$ cat config.mk
export PLATFORM = sky130hd
export DESIGN_NAME = stkt_ram
export DESIGN_NICKNAME = d
export VERILOG_FILES = /design/src/rtl/stkt_ram.sv
export SDC_FILE = /design/constraint.sdc
export NUM_CORES = 1
export LEC_CHECK = 0
export BUFFER_PORTS_ARGS = -buffer_cell sky130_fd_sc_hd__buf_4
export CORE_ASPECT_RATIO = 1.1
export CORE_MARGIN = 10
export CORE_UTILIZATION = 60
export DETAILED_ROUTE_END_ITERATION = 6
export GPL_TIMING_DRIVEN = 0
export PLACE_DENSITY = 0.87
export SYNTH_ARGS = -nofsm -noshare
export SYNTH_HDL_FRONTEND = slang
export SYNTH_SLANG_ARGS = --single-unit
$ cat constraint.sdc
create_clock -name clk -period 2.4 [get_ports clk]
set_input_delay 0.12 -clock clk [delete_from_list [all_inputs] [get_ports clk]]
set_output_delay 0.12 -clock clk [all_outputs]
set_load 0.05 [all_outputs]
$ cat src/rtl/stkt_ram.sv
module stkt_ram #(
    parameter int WIDTH = 8,
    parameter int DEPTH = 16
) (
    input  logic                     clk,
    input  logic                     we,
    input  logic [$clog2(DEPTH)-1:0] waddr,
    input  logic [WIDTH-1:0]         wdata,
    input  logic [$clog2(DEPTH)-1:0] raddr,
    output logic [WIDTH-1:0]         rdata
);
    logic [WIDTH-1:0] mem [DEPTH];

    always_ff @(posedge clk)
    begin
        if (we)
        begin
            mem[waddr] <= wdata;
        end
        rdata <= mem[raddr];
    end
endmodule

==> impl_metrics.yaml, run 1 <==
global_routing:
  grt_pass1_wl_mm: 16.5
  grt_max_degree: 17
  overflow: 0
  grt_use_total_pct: 18.6
  antenna_found_initial: 0
  grt_pass1_vias: 2569
floorplanning:
  core_area_mm2: 0.00836
  die_x_um: 108
  num_rows: 35
  ios: 26
  dieHeight_um: 117
  initial_core_util_pct: 61.5
  die_area_mm2: 0.0127
synth:
  netlist_area_mm2: 0.00515
  ys_seq_area_share_pct: 77.8
  synth_cells: 229
  async_reset_ff_share_pct: 0
  synth_cell_types: 19
  synth_ff_type: "edfxtp_1"
  yosysWarnings: 0
  ys_seq_elements: 136
  avgSynthCellArea_um2: 22.5
  synth_enable_flop_cells: 128
  synth.net_count: 247
power:
  switching_share_pct: 20.9
  internal-power_mw: 4.58
  p_seq_share_pct: 46.1
  power.density_mw_per_mm2: 936
  combPwrFrac_pct: 5.9
  switchingPower_mw: 1.21
  ir_worst_vdd_mv: 0.684
  power.leakage_nw: 2.09
  clkPwrFrac_pct: 48.0
timing:
  rsz0062_at_grt: "false"
  skew_ns: 0.00957
  slew_headroom_pct: 19.9
  fin_crit_ns: 1.48
  period_share_pct: 61.5
  drv_slew: 0
  setup_viol: 0
  worst_slew_pin_slew_ns: 1.19
  max_freq_mhz: 678
  timing.final.ws_setup_ns: 0.924
  setup_tns_ns: 0
  finalHoldViolations: 0
setup_path:
  r2r_start: "mem[4][1]$_DFFE_PP_"
  crit_start: "mem[4][1]$_DFFE_PP_"
  max_stage_delay_ns: 0.60
  critPathTopFamily: "multiplexers"
  rrSetupSlack_ns: 0.92
  rr_endpoint: "rdata[1]$_DFF_P_"
  end_kind: "flip-flop"
  endpoint: "rdata[1]$_DFF_P_"
  r2r_cells: 3
  crit_slowest_cell: "mux4_1"
  path_cells: "mux4_1, a22oi_1, nand2_1"
  arrival_ns: 1.87
  worstSetupPathType: "reg -> reg"
  cp_max_fo: 1
  cp-start-kind: "flip-flop"
  crit_required_ns: 2.80
  cp.depth: 3
  crit_buf_inv: 0
placement:
  dp_hpwl_mm: 6.33
  placed_cells: 364
  portBuffers: 24
  place_ws_ns: 0.216
  gp_congestion: 0.827
drt:
  drc_errors: 0
  vias: 2573
  first_pass_iters: 5
  route.final.wire_length_mm: 11.0
  post_drt_wl_per_cell_um: 27.3
  ant_nets: 0
  drtIter0Drc: 268
  viasPerCell: 6.37
run:
  drv_cap: 0
cells_and_area:
  layout_common_cells: "edfxtp_1 (128), buf_4 (25), mux4_2 (18)"
  drive_gt1_share_pct: 29.0
  fin_cells: 404
  fin_util_pct: 74.0
  fin_nets: 298
  antenna_cells: 0
  area_delta_synth_final_pct: 20.3
  final_common_cell: "edfxtp_1"
run_status:
  status: "complete, no violations"
clock_tree:
  root_buffer: "clkbuf_8"
  insertion_delay_ns: 0.52
  cts.clk_slew.worst_paths_ns: 0.07
  clock-sinks: 136
  cts_buffers: 17
  cts_hold_buf: 8
  clockBufferDepth: 2
  cts_tree: "done"
  htree_num_levels: 4
  cts_setup_buffers: 0
  cts_resized: 0
min_path:
  hold_path_class: "in -> reg"
how the worst min path moves through the flow:
| stage | startpoint | to | depth (start not counted) |
|---|---|---|---|
| floorplan | wdata[0] | mem[0][0]$_DFFE_PP_ | 0 |
| global placement | wdata[6] | mem[6][6]$_DFFE_PP_ | 1 |
| detailed placement | wdata[6] | mem[5][6]$_DFFE_PP_ | 1 |
| CTS | raddr[1] | rdata[0]$_DFF_P_ | 4 |
| global route | waddr[0] | mem[0][7]$_DFFE_PP_ | 2 |
| finish | waddr[0] | mem[0][7]$_DFFE_PP_ | 2 |
power groups by stage:
stage | clock (mW) | sequential (mW) | combinational (mW)
2_1_floorplan | 0 | 2.77 | 0.135
3_3_place_gp | 0 | 2.71 | 0.309
3_5_place_dp | 0 | 2.72 | 0.321
4_1_cts | 2.79 | 2.67 | 0.339
5_1_grt | 2.88 | 2.68 | 0.359
6_report | 2.78 | 2.67 | 0.340
cells in the mapped netlist, types with 3 or more instances:
cell             instances  area share, %
edfxtp_1               128             75
mux4_2                  18            7.9
a22oi_1                 16            2.3
mux4_1                  14            7.1
nor2_1                  13           0.95
nand2_1                  9           0.66
dfxtp_1                  8            3.1
nor3_1                   4           0.39
buf_2                    3           0.29
buf_6                    3           0.66
clkdlybuf4s25_2          3           0.58
routing by layer:
layer	part of all wire (%)	routed length, um	track usage (%)	vias up
li1	-	-	-	1077
met1	40	4410	24.3	1317
met2	50	5560	29.6	168
met3	8.5	936	5.15	11
met4	1.2	127	6.60	0
met5	0	0	0	-
logic make-up after synthesis:
logic type	share of synthesized area, %
DFF	77.8
and+or+nand+nor	3.18
muxes	15.0
AOI/OAI and AO/OA	2.33
buffers and inverters	1.68
registers in the layout (all words and copies together) (netlist names):
name   flops
mem      128
rdata      8
through the flow:
step	hold slack [ns]	area, um^2	power, mW
after CTS	0.101	6180	5.80
after global placement	0.417	5470	3.02
final	0.0563	6190	5.79
after global routing	0.0719	6190	5.91
after detailed placement	0.438	5470	3.04
after floorplan	0.219	5150	2.91
final cells by class:
class / count / area (um^2)
multi-input combinational: 83 / 1070
clock buffer: 17 / 414
timing repair buffer: 32 / 260
tap: 111 / 139
sequential: 136 / 4000
fill: 445 / 2170
buffer: 10 / 86.3
clock inverter: 15 / 223
Note: power is estimated with default switching activity, not from simulation.
==> run 2: changes to the inputs <==
CORE_UTILIZATION = 54   (was 60)
PLACE_DENSITY = 0.83   (was 0.87)
clock period = 1.3 ns   (was 2.4 ns; I/O delays follow)
==> impl_metrics.yaml, run 2 (synthesized netlist as in run 1, its figures left out) <==
setup_path:
  end_kind: "flip-flop"
  worstSetupPathType: "reg -> reg"
  arrival_ns: 1.75
  cp_max_fo: 1
  cp-start-kind: "flip-flop"
  crit_required_ns: 1.70
drt:
  vias: 2464
  drc_errors: 0
  first_pass_iters: 4
  wl_met3_um: 758
  post_drt_wl_per_cell_um: 25.2
  route.final.wire_length_mm: 10.4
  viasPerCell: 5.97
  ant_nets: 0
  drtIter0Drc: 212
  routedLengthMet1_mm: 4.18
  dr.max_layer_used: "met4"
  routed-wl-met2_mm: 5.14
timing:
  slew_headroom_pct: 23.3
  finalHoldViolations: 8
  worst_slew_pin_slew_ns: 1.14
  max_freq_mhz: 740
  period_share_pct: 104
  fin_crit_ns: 1.35
  setup_tns_ns: -0.230
  setup_viol: 10
  skew_ns: 0.0128
  timing.final.ws_setup_ns: -0.0517
  fin_hold_ws_ns: -0.0168
  drv_slew: 0
  rsz0062_at_grt: "true"
placement:
  place_ws_ns: -0.496
  dp_hpwl_mm: 6.37
  gp_congestion: 0.743
  placed_cells: 370
  portBuffers: 24
  placed_area_mm2: 0.00548
run:
  drv_cap: 0
power:
  ir_worst_vdd_mv: 1.39
  power.leakage_nw: 2.06
  power.density_mw_per_mm2: 1680
  finalPower_mw: 10.5
clock_tree:
  clock-sinks: 136
  cts_setup_buffers: 0
  cts.clk_slew.worst_paths_ns: 0.07
  cts_buffers: 17
  root_buffer: "clkbuf_8"
  insertion_delay_ns: 0.52
  cts_tree: "done"
  clockBufferDepth: 2
  htree_num_levels: 4
cells_and_area:
  fin_nets: 301
  antenna_cells: 0
  final_common_cell: "edfxtp_1"
  reg_top3: "mem x128, rdata x8"
  top_register: "mem"
  regArea_mm2: 0.00400
  stdcell_area_mm2: 0.00624
  largest_reg_flops: 128
  area_delta_synth_final_pct: 21.2
  multi_input_area_mm2: 0.00110
  drive_gt1_share_pct: 36.5
  fill_cells: 592
  layout_common_cells: "edfxtp_1 (128), mux4_2 (28), buf_4 (25)"
  fin_cells: 413
global_routing:
  grt_pass1_vias: 2615
  grt_use_total_pct: 15.7
  antenna_found_initial: 0
  overflow: 0
  grt_pass1_wl_mm: 15.8
  grt_max_degree: 17
min_path:
  hold_path_class: "in -> reg"
run_status:
  failed_checks: "hold timing, setup timing"
  status: "finished, violations left"
floorplanning:
  core_area_mm2: 0.00935
  die_x_um: 113
  initial_core_util_pct: 55.0
  dieHeight_um: 122
  num_rows: 37
  die_area_mm2: 0.0138
  ios: 26
run 2: cell count changes in the layout (fill, tap and decap cells not counted), moves of 2 or more:
| cell | before | now |
|---|---|---|
| a22oi_2 | 0 | 12 |
| clkinv_1 | 2 | 0 |
| inv_6 | 3 | 1 |
| mux4_1 | 14 | 4 |
| mux4_2 | 18 | 28 |
| a22oi_1 | 16 | 4 |
| dlygate4sd3_1 | 8 | 11 |
| clkinv_4 | 1 | 5 |
run 2: what timing repair did:
| item | 4_1_cts | 5_1_grt |
|---|---|---|
| pin swaps | 6 | 4 |
| hold endpoints to repair | 136 | 8 |
| resized for setup | 14 | 10 |
| endpoints found under the setup margin | 7 | 23 |
| hold buffers | 10 | 1 |
run 2: where the power goes:
part	internal [mW]	switching, mW
clock network	3.13	1.79
logic	0.264	0.393
registers	4.90	0.0292
run 2: metal layers:
metal / track usage (%) / up-vias
li1: - / 1068
met1: 19.9 / 1258
met2: 24.3 / 119
met3: 4.20 / 19
met4: 8.25 / 0
met5: 0 / -
run 2: path summary, 6_finish.rpt:
check / start / end / slack (ns) / depth (start not counted)
max: mem[2][7]$_DFFE_PP_ / rdata[7]$_DFF_P_ / -0.05 / 3
min: waddr[1] / mem[8][1]$_DFFE_PP_ / -0.02 / 2
max reg2reg: mem[2][7]$_DFFE_PP_ / rdata[7]$_DFF_P_ / -0.05 / 3
min reg2reg: mem[3][2]$_DFFE_PP_ / rdata[2]$_DFF_P_ / 0.70 / 3
run 2: metrics by stage:
step           hold slack, ns  util (%)
2_1_floorplan           0.164         -
3_3_place_gp            0.371      58.6
3_5_place_dp            0.386      58.6
4_1_cts                0.0226      66.6
5_1_grt               -0.0154      66.7
6_report              -0.0168      66.7
run 2: final cells by class:
| class | count | share of cell area (%) |
|---|---|---|
| buffer | 10 | 1.38 |
| clock buffer | 18 | 6.70 |
| timing repair buffer | 35 | 4.65 |
| multi-input combinational | 83 | 17.6 |
| clock inverter | 14 | 3.21 |
| sequential | 136 | 64.2 |
| tap | 117 | 2.35 |
run 2: critical path, cell delays in order, from the launching register on:
cell      delay, ns
edfxtp_1       0.38
mux4_2         0.48
a22oi_2        0.29
nand2_1        0.09
